$ cat src/hdl/sit_pkg.sv
`timescale 1ns / 1ps
// Package for the segment intersection test core: widths, item types and the
// record handed from one divider cell to the next. No dependencies.
package sit_pkg;

    localparam int COORD_W = 32;                 // coordinate width, signed Q16.16
    localparam int DIFF_W  = COORD_W + 1;        // endpoint differences
    localparam int PROD_W  = 2 * DIFF_W;         // one cross-product term
    localparam int CROSS_W = PROD_W + 1;         // den, na, nb
    localparam int NUM_W   = CROSS_W + DIFF_W;   // na * dax, na * day
    localparam int QUO_W   = COORD_W + 1;        // quotient bits kept before overflow
    localparam int SUM_W   = COORD_W + 3;        // signed rounded quotient and sum
    localparam int LO_W    = (CROSS_W + 1) / 2;  // low slice of na for the split multiply
    localparam int HI_W    = CROSS_W - LO_W;     // high slice of na

    // Input item: two segments
    typedef struct packed {
        logic signed [COORD_W-1:0] a_start_x;
        logic signed [COORD_W-1:0] a_start_y;
        logic signed [COORD_W-1:0] a_end_x;
        logic signed [COORD_W-1:0] a_end_y;
        logic signed [COORD_W-1:0] b_start_x;
        logic signed [COORD_W-1:0] b_start_y;
        logic signed [COORD_W-1:0] b_end_x;
        logic signed [COORD_W-1:0] b_end_y;
    } seg_pair_t;

    // Result item
    typedef struct packed {
        logic                      hit;
        logic signed [COORD_W-1:0] cross_x;
        logic signed [COORD_W-1:0] cross_y;
        logic                      parallel;
    } cross_result_t;

    // Record moving down the divider chain (both x and y lanes)
    typedef struct packed {
        logic                      valid;
        logic [CROSS_W-1:0]        dmag;   // |den|
        logic [NUM_W-1:0]          rx;     // partial remainder, x lane
        logic [NUM_W-1:0]          ry;     // partial remainder, y lane
        logic [QUO_W-1:0]          qx;
        logic [QUO_W-1:0]          qy;
        logic                      negx;   // quotient sign, x lane
        logic                      negy;
        logic                      ovx;    // quotient too large: saturate
        logic                      ovy;
        logic signed [COORD_W-1:0] basex;  // start point of segment A
        logic signed [COORD_W-1:0] basey;
        logic                      hit;
        logic                      par;
    } div_cell_t;

endpackage

$ cat src/hdl/sit_cell.sv
`timescale 1ns / 1ps
// One restoring-divide cell: settles quotient bit BIT of both lanes and hands
// the record to the next cell. Uses sit_pkg.
module sit_cell
#(
    parameter int BIT = 0
)
(
    input  logic               clk,
    input  logic               rst_n,
    input  logic               advance,
    input  sit_pkg::div_cell_t prev,
    output sit_pkg::div_cell_t next
);

    localparam int NW = sit_pkg::NUM_W;

    logic [NW-1:0]      dsh;
    logic               tx, ty;
    sit_pkg::div_cell_t cell_next, cell_reg;
    logic               valid_reg;

    // trial subtract of the shifted divisor
    assign dsh = NW'(prev.dmag) << BIT;
    assign tx  = prev.rx >= dsh;
    assign ty  = prev.ry >= dsh;

    always_comb
    begin
        cell_next = prev;
        if (tx)
        begin
            cell_next.rx      = prev.rx - dsh;
            cell_next.qx[BIT] = 1'b1;
        end
        if (ty)
        begin
            cell_next.ry      = prev.ry - dsh;
            cell_next.qy[BIT] = 1'b1;
        end
    end

    always_ff @(posedge clk or negedge rst_n)
    begin
        if (!rst_n)
        begin
            valid_reg <= 1'b0;
        end
        else if (advance)
        begin
            valid_reg <= prev.valid;
        end
    end

    always_ff @(posedge clk)
    begin
        if (advance)
        begin
            cell_reg <= cell_next;
        end
    end

    always_comb
    begin
        next       = cell_reg;
        next.valid = valid_reg;
    end

endmodule

$ cat config.mk
export PLATFORM = sky130hd
export DESIGN_NAME = sit_cell
export DESIGN_NICKNAME = d
export VERILOG_FILES = /design/src/hdl/sit_pkg.sv /design/src/hdl/sit_cell.sv
export SDC_FILE = /design/constraint.sdc
export NUM_CORES = 1
export LEC_CHECK = 0
export BUFFER_PORTS_ARGS = -buffer_cell sky130_fd_sc_hd__buf_2
export CORE_AREA = 2 2 316 318
export CTS_BUF_LIST = sky130_fd_sc_hd__clkbuf_8 sky130_fd_sc_hd__clkbuf_16
export CTS_CLUSTER_DIAMETER = 40
export DETAILED_ROUTE_END_ITERATION = 8
export DIE_AREA = 0 0 318 320
export PLACE_DENSITY_LB_ADDON = 0.15
export RECOVER_POWER = 100
export SETUP_SLACK_MARGIN = 0.3
export SLEW_MARGIN = 40
export SYNTH_ARGS = -nofsm -noshare
export SYNTH_HDL_FRONTEND = slang
export SYNTH_SLANG_ARGS = --single-unit
$ cat constraint.sdc
create_clock -name clk -period 2.1 [get_ports clk]
set_input_delay 0.315 -clock clk [delete_from_list [all_inputs] [get_ports clk]]
set_output_delay 0.315 -clock clk [all_outputs]
set_load 0.1 [all_outputs]
* Word level (Yosys, flattened, before mapping)
Cells that the tools add are included.
Cells by class: add/sub/neg operators 2, magnitude comparators 2, muxes and demuxes 2
Operators by type and width (number):
- greater-or-equal comparator 100 x 67 -> 1 bit | 2
- 2-to-1 mux 100 bit | 2
- subtractor 100 x 67 -> 100 bit | 2
Storage, ports and cells: register bits 404, output and inout port bits 404

* Longest topological paths before layout
depth after elaboration 2, gate-level depth with buffers 15, gate-level depth less buffers 13

* Worst setup path after synthesis
No wires, ideal clock.
kind input to register, start input port prev[226] (netlist bit), end register cell_reg (netlist bit next[222]) (data pin), setup time 0.266 ns, arrival 3.387 ns, required time 1.834 ns, slack -1.553 ns, stages on the path 12, path buffers 2, path through or4_4 -> or4_1 -> or2_1 -> or3_1 -> or3_1 -> or4_4 -> nor2_4 -> and2_1 -> buf_4 -> buf_6 -> nor3_1 -> xor2_1
RTL lines:
- from (decl) | line sit_cell.sv:12 | input sit_pkg::div_cell_t prev,
- to (signal assigned) | line sit_cell.sv:59 | cell_reg <= cell_next;
- to (decl) | line sit_cell.sv:20 | sit_pkg::div_cell_t cell_next, cell_reg;

==> run summary <==
Yosys warning count - 0
Number of flops mapped to enable cells by yosys - 403
Final worst slack - -1.170 ns
Routed via count - 27,380
Final Hold Violating Endpoints - 0
Leak pwr - 20.24 nW
Avg WL per Cell - 22.36 um
TritonCTS buffer count - 79
Slew of the pin with the lowest slew margin - 1.230 ns
Max-Cap Viols - 0
Vias in the first global route - 28,330
Max clock buf depth - 3
Layout Nets - 5,022
Pre-antenna DRT Iters - 5
FMAX - 305.8 MHz
Largest family of logic cells by synthesized area - compound AO/OA/AOI/OAI gates
Simple-gate area share of the yosys netlist - 15.59%
Synth Area per Inst - 9.982 um2
Die area - 101,800 um2
Seq/Total Area, Yosys - 49.59%
Yosys reg bits - 404
Core area - 97,990 um2
Post-layout util - 47.78%
GR Overflow Total - 0
Fin crit share - 155.7%
Min Tclk post-route - 3.270 ns
Global Route Usage Sum - 24.71%
Post-synth top area share - 49.49%
Syn Inst Count - 2,450
Adder-cell share of the synthesized area - 7.020%
Arrival time worst endpoint - 3.67 ns
Power Dens Cells - 807.7 nW/um2
Max_slew headroom - 17.99%
# rows - 115
Clk_lat worst skew - 0.66 ns
Final setup fails - 471
Hold/Removal Path Class - in2reg
Crit start category - primary input
Mux cell area share after synthesis - 0.5065%
Hold buffers post-CTS - 241
Flop2flop setup slack - 1.36 ns
Routed WL - 130,800 um
Mapped cell area - 24,450 um2
Vias/cell - 4.683
Number of routed nets with antenna violations - 0
Htree depth - 3
Async SR Flop Fraction - 0.2475%
Failing checks - negative setup slack
First-pass GRT wire length - 185,000 um
Largest area contributor in the netlist - edfxtp_1
Most frequent cell after synthesis - edfxtp_1
Main synth FF type - edfxtp_1
Post-Synth XOR/XNOR Area - 6.912%
Layout cells sized above 1 - 52.59%
Post-Syn Nets - 2,993
Most instantiated cells after synthesis - edfxtp_1 (403), a21oi_1 (303), nor2_1 (253)
Die Wd - 318 um
Worst EP required - 2.50 ns
Initial Utilization - 24.96%
Critical path class - in2reg
Max reg flops - 403
Run status - finished, violations left
Crit. End Element - flip-flop
Die Y - 320 um
Count of cell types in the netlist - 70
DRC errors left - 0
# clock sinks - 404
Clock-pin slew on the worst setup and hold paths - 0.05 ns
DR iter-0 viols - 1,596
RSZ-0062 raised after global routing - true
CTS root buffer - clkbuf_16
DP HPWL - 104,400 um
Complex-gate fraction of the synthesized area - 16.65%
Port Buf Inserts - 810
TritonCTS clock tree - done
Routability cong. - 0.9266
Final Slew Violations - 0
Largest net degree at the start of global routing - 66
Top Ports - 811
Top cells by area, synth - edfxtp_1 (49%), ha_1 (6.9%), a21oi_1 (6.2%)
Initial antenna violation count - 37
Synthesis-to-finish area growth - 91.43%
Worst-case vdd ir drop - 0.7717 mV
Clk_skew - 0 ns
Place WS - -1.952 ns
Worst-path maximum fanout - 5
logic make-up (layout without fill, tap and decap cells):
logic type,count (synthesis),count (layout)
compound gates,677,677
xor+xnor,193,193
simple gates,795,797
mux,11,11
flops,404,404
other cells,0,19
buf+inv,234,2323
fa+ha+maj,136,136
through the flow:
step                instance area (um2)  hold WS (ns)  power [mW]  instances  setup TNS, ns
floorplan                         25720       0.01941       19.74       2450        -211.30
global route                      46800      -0.02205       39.24       5840        -268.05
global placement                  37530       0.09482       24.48       5331        -347.44
CTS                               46080      -0.03409       38.03       5801        -166.28
detailed placement                37530       0.09513       24.46       5331        -348.85
finish                            46810       0.01414       37.81       5847        -233.25
cells in the final DEF (no fill, tap or decap), types with 80 or more instances in the layout:
| cell | netlist | routed |
|---|---|---|
| clkbuf_16 | 0 | 80 |
| dlygate4sd3_1 | 0 | 241 |
| edfxtp_1 | 403 | 403 |
| nor2_1 | 253 | 162 |
| inv_1 | 118 | 85 |
| nand4_1 | 81 | 81 |
| ha_1 | 134 | 81 |
| a21oi_1 | 303 | 203 |
| buf_4 | 3 | 872 |
| xnor2_1 | 116 | 104 |
| nand2_1 | 198 | 170 |
| buf_2 | 11 | 330 |
| clkbuf_2 | 0 | 403 |
| a21oi_2 | 0 | 84 |
| o21ai_0 | 114 | 81 |
final timing paths:
kind,from,end,cells after the start
max in group asynchronous,rst_n,valid_reg,3
setup / recovery,prev[226],next[225],14
hold reg to reg,valid_reg,valid_reg,1
min in group asynchronous,rst_n,valid_reg,3
setup reg to reg,valid_reg,valid_reg,1
hold / removal,prev[230],next[230],2
repair_timing:
item,in CTS,in global routing
gates cloned,21,2
pin swaps,118,79
endpoints found under the hold margin,254,1
resized for setup,606,194
setup buffers,65,25
setup endpoints to repair,281,219
routing by layer:
metal	vias up	GRT usage, %	wire length [um]	share of wire (%)
li1	13190	-	-	-
met1	13070	28.54	51900	40
met2	851	42.78	63730	49
met3	250	7.111	9575	7.3
met4	20	10.15	5415	4.1
met5	-	0	132	0.10
power breakdown:
group | switching (mW) | internal [mW]
combinational | 10.7 | 4.46
clock | 4.72 | 7.62
sequential | 0.321 | 10.0
total | 15.7 | 22.1
critical path, stage by stage:
cell and delay, ns:
buf_6 0.10, or4_4 0.54, or4_4 0.43, or2_4 0.26, or3_4 0.33, or3_4 0.40
or4_4 0.45, nor2_4 0.14, buf_6 0.13, buf_6 0.09, a211oi_2 0.06, buf_4 0.15
and4_1 0.15, xor2_1 0.13
final cells by class:
type                    instances  area [um2]
fillers                      9402       51170
repair buffers               2061       15170
multi-input cells            1814       14650
flip-flops and latches        404       12130
clock buffers                  79        1977
well taps                    1287        1610
clock inverters                64       654.4
inverters                     119       575.6
diodes                         19       47.55
Power figures use the tool's default switching activity.
