--- config.mk ---
export PLATFORM = sky130hd
export DESIGN_NAME = sit_back
export DESIGN_NICKNAME = d
export VERILOG_FILES = /design/src/hdl/sit_pkg.sv /design/src/hdl/sit_back.sv
export SDC_FILE = /design/constraint.sdc
export NUM_CORES = 1
export LEC_CHECK = 0
export BUFFER_PORTS_ARGS = -buffer_cell sky130_fd_sc_hd__buf_2
export CAP_MARGIN = 20
export CORE_MARGIN = 3
export CORE_UTILIZATION = 54
export DETAILED_ROUTE_END_ITERATION = 10
export PLACE_DENSITY = 0.88
export SYNTH_ARGS = -nofsm -noshare
export SYNTH_HDL_FRONTEND = slang
export SYNTH_SLANG_ARGS = --single-unit
--- constraint.sdc ---
create_clock -name clk -period 4.74 [get_ports clk]
set_input_delay 0.948 -clock clk [delete_from_list [all_inputs] [get_ports clk]]
set_output_delay 0.948 -clock clk [all_outputs]
set_load 0.01 [all_outputs]
--- src/hdl/sit_pkg.sv ---
`timescale 1ns / 1ps
// Package for the segment intersection test core: widths, item types and the
// record handed from one divider cell to the next. No dependencies.
package sit_pkg;

    localparam int COORD_W = 32;                 // coordinate width, signed Q16.16
    localparam int DIFF_W  = COORD_W + 1;        // endpoint differences
    localparam int PROD_W  = 2 * DIFF_W;         // one cross-product term
    localparam int CROSS_W = PROD_W + 1;         // den, na, nb
    localparam int NUM_W   = CROSS_W + DIFF_W;   // na * dax, na * day
    localparam int QUO_W   = COORD_W + 1;        // quotient bits kept before overflow
    localparam int SUM_W   = COORD_W + 3;        // signed rounded quotient and sum
    localparam int LO_W    = (CROSS_W + 1) / 2;  // low slice of na for the split multiply
    localparam int HI_W    = CROSS_W - LO_W;     // high slice of na

    // Input item: two segments
    typedef struct packed {
        logic signed [COORD_W-1:0] a_start_x;
        logic signed [COORD_W-1:0] a_start_y;
        logic signed [COORD_W-1:0] a_end_x;
        logic signed [COORD_W-1:0] a_end_y;
        logic signed [COORD_W-1:0] b_start_x;
        logic signed [COORD_W-1:0] b_start_y;
        logic signed [COORD_W-1:0] b_end_x;
        logic signed [COORD_W-1:0] b_end_y;
    } seg_pair_t;

    // Result item
    typedef struct packed {
        logic                      hit;
        logic signed [COORD_W-1:0] cross_x;
        logic signed [COORD_W-1:0] cross_y;
        logic                      parallel;
    } cross_result_t;

    // Record moving down the divider chain (both x and y lanes)
    typedef struct packed {
        logic                      valid;
        logic [CROSS_W-1:0]        dmag;   // |den|
        logic [NUM_W-1:0]          rx;     // partial remainder, x lane
        logic [NUM_W-1:0]          ry;     // partial remainder, y lane
        logic [QUO_W-1:0]          qx;
        logic [QUO_W-1:0]          qy;
        logic                      negx;   // quotient sign, x lane
        logic                      negy;
        logic                      ovx;    // quotient too large: saturate
        logic                      ovy;
        logic signed [COORD_W-1:0] basex;  // start point of segment A
        logic signed [COORD_W-1:0] basey;
        logic                      hit;
        logic                      par;
    } div_cell_t;

endpackage

--- src/hdl/sit_back.sv ---
`timescale 1ns / 1ps
// Back end: rounding, sign, add of the start point, saturation and the
// output register. Uses sit_pkg.
module sit_back
(
    input  logic                   clk,
    input  logic                   rst_n,
    input  logic                   advance,
    input  sit_pkg::div_cell_t     tail,
    output logic                   res_valid,
    output sit_pkg::cross_result_t res
);

    localparam int CW = sit_pkg::COORD_W;
    localparam int XW = sit_pkg::CROSS_W;
    localparam int QW = sit_pkg::QUO_W;
    localparam int SW = sit_pkg::SUM_W;

    logic                  rndx, rndy;
    logic [QW:0]           qrx, qry;
    logic signed [SW-1:0]  qsx_reg, qsy_reg;
    logic                  ovx_reg, ovy_reg, negx_reg, negy_reg, hit_reg, par_reg;
    logic signed [CW-1:0]  bx_reg, by_reg;
    logic                  v1_reg, v2_reg;
    logic signed [SW-1:0]  sx, sy;
    sit_pkg::cross_result_t res_next, res_reg;

    // round half away from zero: remainder below |den| here
    assign rndx = {tail.rx[XW-1:0], 1'b0} >= {1'b0, tail.dmag};
    assign rndy = {tail.ry[XW-1:0], 1'b0} >= {1'b0, tail.dmag};
    assign qrx  = {1'b0, tail.qx} + (QW+1)'(rndx);
    assign qry  = {1'b0, tail.qy} + (QW+1)'(rndy);

    assign sx = SW'(bx_reg) + qsx_reg;
    assign sy = SW'(by_reg) + qsy_reg;

    function automatic logic signed [CW-1:0] clamp(input logic ov, input logic neg,
                                                   input logic signed [SW-1:0] s);
        logic signed [SW-1:0] hi, lo;
        hi = SW'({1'b0, {(CW-1){1'b1}}});
        lo = -hi - SW'(1);
        if (ov)
        begin
            clamp = neg ? lo[CW-1:0] : hi[CW-1:0];
        end
        else if (s > hi)
        begin
            clamp = hi[CW-1:0];
        end
        else if (s < lo)
        begin
            clamp = lo[CW-1:0];
        end
        else
        begin
            clamp = s[CW-1:0];
        end
    endfunction

    // final result, parallel case forced to zero
    always_comb
    begin
        res_next.parallel = par_reg;
        res_next.hit      = hit_reg && !par_reg;
        res_next.cross_x  = par_reg ? '0 : clamp(ovx_reg, negx_reg, sx);
        res_next.cross_y  = par_reg ? '0 : clamp(ovy_reg, negy_reg, sy);
    end

    always_ff @(posedge clk or negedge rst_n)
    begin
        if (!rst_n)
        begin
            v1_reg <= 1'b0;
            v2_reg <= 1'b0;
        end
        else if (advance)
        begin
            v1_reg <= tail.valid;
            v2_reg <= v1_reg;
        end
    end

    always_ff @(posedge clk)
    begin
        if (advance)
        begin
            qsx_reg  <= tail.negx ? -SW'(qrx) : SW'(qrx);
            qsy_reg  <= tail.negy ? -SW'(qry) : SW'(qry);
            ovx_reg  <= tail.ovx;
            ovy_reg  <= tail.ovy;
            negx_reg <= tail.negx;
            negy_reg <= tail.negy;
            hit_reg  <= tail.hit;
            par_reg  <= tail.par;
            bx_reg   <= tail.basex;
            by_reg   <= tail.basey;
            res_reg  <= res_next;
        end
    end

    assign res_valid = v2_reg;
    assign res       = res_reg;

endmodule

==> After elaboration in Yosys (flattened, before gate mapping) <==
Index checks and enable logic that the tools add are counted.
{ "totals": {"ff_bits": 208, "input_bits": 407, "output_inout_bits": 67, "word_cells": 42} }
{ "classes": {"addsub": 6, "n_lt_le_gt_ge": 6, "mux": 10, "n_reduce_logical": 2} }
{ "ops": {"columns": ["cell", "n"], "rows": [
  ["32-bit 2-to-1 mux", 8],
  ["68-bit by 67-bit greater-or-equal comparator with 1-bit output", 2],
  ["32-bit by 35-bit adder with 35-bit output", 2],
  ["35-bit by 32-bit > comparator with 1-bit output (second input constant)", 2],
  ["35-bit by 32-bit < comparator with 1-bit output (second input constant)", 2],
  ["34-bit negation with 35-bit output", 2],
  ["33-bit by 1-bit adder with 34-bit output", 2],
  ["34-bit 2-to-1 mux", 2],
  ["1-bit logical AND", 1],
  ["1-bit zero test", 1]
]} }

==> Depth between registers and ports, before layout <==
Gate-level depths: netlist of run 1.
{ "logic_depth": {"word_depth": 5, "depth_mapped": 26, "mapped_depth_nobuf": 24} }

==> Least setup slack after synthesis of run 1 <==
Ideal clock, no wire load.
{ "synth_timing": {"kind": "input -> register", "from": "input tail[374] (netlist bit)", "to": "register qsx_reg[31] (data pin)", "setup_time_ns": 0.266, "t_arrival_ns": 5.974, "required_ns": 4.474, "path_slack_ns": -1.500, "stages": 24, "n_path_buf": 1, "path_cell_list": "inv_1 -> ha_1 -> and4_1 -> a21oi_1 -> nand2_1 -> a21oi_1 -> nor2b_1 -> o211ai_1 -> o2111ai_1 -> a2111oi_0 -> o211ai_1 -> ha_1 -> ha_1 -> buf_2 -> or2_4 -> a21oi_2 -> o2111ai_1 -> or3_4 -> or4b_4 -> or3b_4 -> or4b_4 -> o311a_1 -> a21oi_1 -> xor2_1"} }
{ "synth_via": {"elab_chain_cells": 4} }
{ "synth_lines": {"columns": ["item", "line", "rtl"], "rows": [
  ["start: declaration", "sit_back.sv:9", "input sit_pkg::div_cell_t tail,"],
  ["68-bit by 67-bit greater-or-equal comparator with 1-bit output (*)", "sit_back.sv:29", "assign rndx = {tail.rx[XW-1:0], 1'b0} >= {1'b0, tail.dmag};"],
  ["33-bit by 1-bit adder with 34-bit output (*)", "sit_back.sv:31", "assign qrx = {1'b0, tail.qx} + (QW+1)'(rndx);"],
  ["34-bit negation with 35-bit output", "sit_back.sv:87", "qsx_reg <= tail.negx ? -SW'(qrx) : SW'(qrx);"],
  ["34-bit 2-to-1 mux (*)", "sit_back.sv:87", null],
  ["end signal: assignment", "sit_back.sv:87", null],
  ["end: declaration", "sit_back.sv:21", "logic signed [SW-1:0] qsx_reg, qsy_reg;"]
]} }
Every way passes the cells marked *; elsewhere a longest branch is shown, timed or not.
A chain may end at the register's enable or synchronous reset.

==> Worst setup path after layout of run 1 <==
{ "layout_timing": {"from": "input tail[375] (netlist bit)", "to": "register qsx_reg[31] (data pin)"} }
The elaborated chain is that of the path after synthesis.

==> out/metrics.yaml, run 1 <==
setup_path:
  r2r-start: "qsx_reg[0]"
  cp_data_required_time_ps: 5000
  critPathMaxFanout: 6
  arrival_ps: 6310
  rrSetupSlack_ps: 440
  crit_path_end_kind: "flip-flop"
  cp-startpoint: "tail[375]"
  critPathLaunchType: "input port"
  critical_path_class: "in -> reg"
power:
  internal_power_mw: 4.238
  leakage_nw: 10.61
  irDropWorstVdd_mv: 0.2001
  seqPwrFrac_pct: 38.3
  p_clk_share_pct: 24.9
  p_switching_mw: 2.027
  powerDensity_nw_per_um2: 267.6
  combPwrFrac_pct: 36.8
  switching_share_pct: 32.35
detailed_routing:
  ant_nets: 0
  wirelength_um: 55920
  wl_per_cell_um: 19.81
  drt_first_pass_iters: 6
  route.detailed.drc: 0
  vias_per_cell: 5.876
  vias: 16590
  drt_first_iter_violations: 1151
logic_synthesis:
  syn_inst: 1769
  avgSynthCellArea_um2: 9.647
  synth-main-ff-cell: "edfxtp_1"
  synthArstFlopShare_pct: 0.9615
  yosys_warnings: 0
  yosysUniqueCellTypes: 83
  ys_seq_area_share_pct: 36.54
  synth_area_um2: 17070
  synth_largest_area_cell: "edfxtp_1"
  synth_top_area_share_pct: 36.25
  synth_edf_count: 206
  ys_ff_latch: 208
  synth_common_cells: "206 x edfxtp_1, 206 x ha_1, 123 x nand2_1"
  synthTopCellsByArea: "edfxtp_1 36%, ha_1 15%, xnor2_1 6.0%, a21o_1 4.3%, xor2_1 4.1%"
  syn-num-nets: 2384
die:
  rows: 64
  ios: 474
  fp.dieW_um: 183.8
  start_util_pct: 55.36
  coreArea_um2: 30830
  die_h_um: 183.8
  dieArea_um2: 33770
layout:
  num-fill-cells: 2020
  seq_area_um2: 6236
  layout.nets: 3014
  multi_input_area_um2: 11250
  drive_above_1_share_pct: 37.26
  fin_cells: 2823
  area_delta_synth_final_pct: 37.19
  largest_reg_flops: 66
sta:
  rsz0062_at_grt: "true"
  fin_skew_ps: 26.45
  slew_headroom_pct: 30.63
  hold_violations: 0
  worst_pin_slew_ps: 1041
  fin_crit_ps: 6048
  clock.fmax_mhz: 165.3
  setup_violations: 41
  fin_setup_tns_ps: -26170
  slew_viol_final: 0
  fin_ws_ps: -1308
  hold_slack_ps: 211.6
  post-route-period-util_pct: 127.6
min_path:
  hold_class: "in -> async"
place:
  dp_hpwl_um: 42310
  dp.cells: 2741
  port_buffers: 407
  gp_congestion: 0.9811
grt:
  antenna_found_initial: 12
  track_usage_pct: 30.07
  grt_start_max_net_pins: 104
  grt_pass1_wl_um: 81810
  grt_overflow: 0
  grt_pass1_vias: 16500
clock_tree:
  root_buffer: "clkbuf_16"
  cts_buffers: 22
  clockBufferDepth: 3
  insertion_delay_ps: 510
  cts.sinks: 208
  clkTransAtPathRegs_ps: 60
  htreeDepth: 1
  cts_tree: "built"
run_status:
  status: "finished, violations left"
  violations: "negative setup slack"
job:
  max-cap-violations: 0
-- worst paths after layout --
kind	endpoint	cells after the start
worst min register to register	v1_reg	1
min in group clk	v1_reg	1
worst min-delay path	v1_reg	1
max in group asynchronous	res_valid	1
worst max-delay path	qsx_reg[31]	26
worst max register to register	res[35]	14
-- critical path: stages --
cell and delay [ps]:
buf_6 100, inv_4 70, ha_4 210, and4_1 200, a21oi_1 180, nand2_1 90
a21oi_2 130, nor2b_1 50, o211ai_1 180, o2111ai_2 140, a2111oi_2 310, o211ai_1 270
ha_2 300, ha_4 160, buf_6 120, nand4_1 170, buf_4 170, o211a_1 170
mux2i_2 90, a21boi_2 240, or4b_4 530, or3b_4 450, or4b_4 530, o311a_1 320
a21oi_2 120, xor2_1 80
-- power by group through the flow --
stage	clock network [mW]	logic [mW]	registers, mW
CTS	1.59	2.19	2.40
finish	1.56	2.31	2.40
floorplan	0	1.31	2.46
detailed placement	0	2.14	2.43
global route	1.66	2.53	2.42
global placement	0	2.08	2.43
-- cell type report --
type | instances | share of cell area, %
multi-input combinational | 1393 | 48.07
sequential | 208 | 26.63
timing repair buffer | 676 | 18.45
clock buffer | 27 | 2.522
tap | 396 | 2.116
inverter | 98 | 1.817
clock inverter | 11 | 0.2458
antenna | 14 | 0.1496
-- stage by stage --
stage               area, µm²  util [%]  worst slack [ps]  total power, mW
floorplan               17410         -             -1429            3.768
global placement        21460     69.61             -2038            4.513
detailed placement      21460     69.61             -2153            4.575
CTS                     22580     73.24             -1202            6.178
global route            23400     75.91             -1470            6.616
finish                  23410     75.95             -1308            6.265
-- cells in the final DEF, fill, tap and decap left out, types with 11 or more instances in the layout --
cell type	n
inv_1	74
nor3_1	34
a21o_1	97
xor2_1	78
a21oi_1	106
o31ai_1	11
ha_1	174
nor2b_1	21
buf_2	388
nor2_1	66
diode_2	14
nand3_1	53
xnor2_1	106
edfxtp_1	206
o21ai_0	89
nand2b_1	21
clkbuf_16	23
o21ai_1	17
or3_1	11
nand4_1	43
a21oi_2	14
a31oi_1	21
nand2_1	112
and3_1	23
buf_6	39
ha_4	30
buf_4	241
inv_2	13
o211ai_1	17
o21a_1	15
-- what timing repair did --
item,CTS,global route
setup endpoints to repair,51,52
pin swaps,45,80
resized for setup,75,139
hold buffers,0,0
buffers inserted,16,20
-- kinds of logic (layout without fill, tap and decap cells) --
family,Yosys count,in the layout,share of synthesized area [%]
compound gates,486,486,18.25
fa+ha+maj,208,208,15.34
xor+xnor,197,197,10.22
buf+inv,168,812,3.834
flops,208,208,36.54
mux,12,12,0.7552
simple gates,490,490,15.07
other cells,0,14,0
-- routing by layer --
metal  wire length, µm  vias up  global-route usage [%]  part of all wire [%]
met5                25        -                       0                 0.045
met4              3171        4                   14.30                   5.7
met3              3695      204                   4.393                   6.6
met2             28270      783                   55.52                    51
met1             20750     7728                   34.12                    37
li1                  -     7869                       -                     -
No activity file was read; power rests on OpenSTA's default activity.
==> run 2, diff against run 1 <==
--- a/config.mk
+++ b/config.mk
@@ -5,10 +5,11 @@
 export SDC_FILE = /design/constraint.sdc
 export NUM_CORES = 1
 export LEC_CHECK = 0
+export ABC_AREA = 1
 export BUFFER_PORTS_ARGS = -buffer_cell sky130_fd_sc_hd__buf_2
 export CAP_MARGIN = 20
 export CORE_MARGIN = 3
-export CORE_UTILIZATION = 54
+export CORE_UTILIZATION = 55
 export DETAILED_ROUTE_END_ITERATION = 10
 export PLACE_DENSITY = 0.88
 export SYNTH_ARGS = -nofsm -noshare
==> out/metrics.yaml, run 2 <==
run_status:
  status: "finished, violations left"
  violations: "negative setup slack"
layout:
  layout.nets: 3780
  drive_above_1_share_pct: 29.17
  fin_cells: 3638
  layout_commonest_cell: "nand2_1"
  area_delta_synth_final_pct: 31.92
  largest_reg_flops: 66
  layout_common_cells: "676 x nand2_1, 396 x buf_2, 331 x inv_1"
  fin_area_um2: 25100
sta:
  hold_violations: 0
  worst_pin_slew_ps: 950.7
  fin_crit_ps: 4898
  rsz0062_at_grt: "true"
  fin_skew_ps: 15.21
  slew_headroom_pct: 36.55
  fin_ws_ps: -157.5
  post-route-period-util_pct: 103.3
  slew_viol_final: 0
  clock.fmax_mhz: 204.2
  setup_violations: 12
logic_synthesis:
  synth_largest_area_cell: "edfxtp_1"
  synth_area_um2: 19020
  synth_compound_area_share_pct: 9.669
  synthMuxAreaShare_pct: 0
  synthTopCellsByArea: "edfxtp_1 33%, nand2_1 14%, ha_1 14%, inv_1 7.0%, a21oi_1 5.2%"
  synth_edf_count: 206
  syn-num-nets: 3155
  avgSynthCellArea_um2: 7.489
  synthAdderAreaFrac_pct: 13.76
  synth_top_area_share_pct: 32.52
  yosys_warnings: 0
  synth_xor_xnor_area_share_pct: 7.557
  ys_seq_area_share_pct: 32.78
  synth_common_cells: "700 x nand2_1, 353 x inv_1, 241 x nor2_1"
  ys_ff_latch: 208
  yosysMostFrequentCell: "nand2_1"
  synth_top_family_by_area: "simple AND/OR/NAND/NOR gates"
  syn_inst: 2540
  synth-main-ff-cell: "edfxtp_1"
  synthArstFlopShare_pct: 0.9615
  yosysUniqueCellTypes: 55
  synth-simple-area-share_pct: 28.22
place:
  dp.cells: 3556
  port_buffers: 407
  postPlaceCellArea_um2: 22960
  gp_congestion: 1.026
  dp_hpwl_um: 51010
setup_path:
  critPathLaunchType: "input port"
  crit_path_end_kind: "flip-flop"
  cp_data_required_time_ps: 5010
  critPathMaxFanout: 4
  critical_path_class: "in -> reg"
  cp-startpoint: "tail[399]"
  r2r-start: "qsx_reg[0]"
  arrival_ps: 5160
detailed_routing:
  vias: 19860
  wl_per_cell_um: 17.78
  drt_first_pass_iters: 5
  vias_per_cell: 5.458
  wirelength_um: 64690
  route.detailed.drc: 0
  drt_first_iter_violations: 1426
  ant_nets: 0
clock_tree:
  cts_tree: "built"
  root_buffer: "clkbuf_16"
  postCtsHoldBufs: 0
  clkTransAtPathRegs_ps: 70
  cts.sinks: 208
  htreeDepth: 1
  clockBufferDepth: 3
  insertion_delay_ps: 510
  cts_buffers: 20
grt:
  antenna_found_initial: 15
  grt_start_max_net_pins: 90
  track_usage_pct: 32.32
  grt_pass1_vias: 18840
  grt_overflow: 0
  grt_pass1_wl_um: 94580
power:
  irDropWorstVdd_mv: 0.3038
  leakage_nw: 12.59
  p_switching_mw: 2.535
  p_clk_share_pct: 23.6
  power_mw: 6.714
  internal_power_mw: 4.179
  combPwrFrac_pct: 41.7
  seqPwrFrac_pct: 34.8
  powerDensity_nw_per_um2: 267.5
  switching_share_pct: 37.75
die:
  dieArea_um2: 36850
  ios: 474
  fp.dieW_um: 192.0
  die_h_um: 192.0
  start_util_pct: 56.31
  coreArea_um2: 33780
  rows: 67
job:
  max-cap-violations: 0
min_path:
  hold_class: "in -> async"
-- run 2: path summary, 6_finish.rpt --
kind                               endpoint  slack [ps]  cells after the start
worst max-delay path            qsy_reg[23]        -160                     26
worst min-delay path              res_valid         220                      1
worst max register to register      res[53]         730                     20
worst min register to register    res_valid         520                      2
max in group asynchronous            v1_reg        4420                      1
min in group clk                  res_valid         520                      2
-- run 2: per-layer routing --
metal  vias to the layer above  GRT usage [%]  routed length [µm]
met4                        10          13.59                3584
met3                       217          4.983                4461
met5                         -              0                  63
met1                      9152          37.70               24050
met2                       852          58.87               32520
li1                       9627              -                   -
-- run 2: logic make-up (layout without fill, tap and decap cells) --
| kind of cell | count (synthesis) | count (layout) |
|---|---|---|
| and+or+nand+nor | 1234 | 1234 |
| buffers and inverters | 395 | 1033 |
| AOI/OAI and AO/OA | 336 | 336 |
| adders and majority gates | 208 | 208 |
| DFF | 208 | 208 |
| xor gates and xnor gates | 159 | 159 |
| other | 0 | 12 |
-- run 2: area by class of cell --
class / count / area, µm²
clock inverter: 13 / 113.9
multi-input combinational: 1937 / 12330
fill: 2529 / 8688
sequential: 208 / 6236
inverter: 356 / 1361
clock buffer: 22 / 529.3
timing repair buffer: 642 / 3939
tap: 448 / 560.5
antenna: 12 / 30.03
-- run 2: stage by stage --
stage | utilization (%) | setup slack [ps] | hold slack (ps) | TNS, ps
2_1_floorplan | - | 21.40 | 445.9 | 0
3_3_place_gp | 67.97 | -632.1 | 492.2 | -18030
3_5_place_dp | 67.97 | -848.9 | 509.4 | -26250
4_1_cts | 70.30 | -9.945 | 212.0 | -14.81
5_1_grt | 74.24 | -345.7 | 215.0 | -4985
6_report | 74.28 | -157.5 | 223.4 | -602.1
-- run 2: worst max-delay path: stages --
cell,delay (ps)
buf_2,110
inv_2,60
buf_4,130
ha_1,290
nand2_1,130
nor3_4,240
nand2_2,90
nor4b_4,320
buf_4,160
nand4_1,120
nand3_4,140
ha_4,170
ha_4,150
nand2_4,60
nor2_4,270
nand2_2,160
xnor2_2,200
nor2_1,200
nand3_2,150
nor3_4,270
nand3_2,190
nand2_2,120
o21ai_2,70
nor2_1,160
xor2_1,180
inv_1,70
-- run 2: power groups by stage --
stage / clock network [mW] / logic [mW] / registers [mW]
detailed placement: 0 / 2.59 / 2.37
CTS: 1.59 / 2.62 / 2.33
global placement: 0 / 2.51 / 2.36
floorplan: 0 / 1.72 / 2.37
finish: 1.58 / 2.80 / 2.34
global route: 1.67 / 3.13 / 2.35
-- run 2: timing repair --
action / in CTS / in global routing
endpoints found under the hold margin: 0 / 0
setup buffers: 4 / 33
pin swaps: 7 / 115
gates resized for setup: 23 / 238
cloned: 0 / 0
setup endpoints to repair: 28 / 41
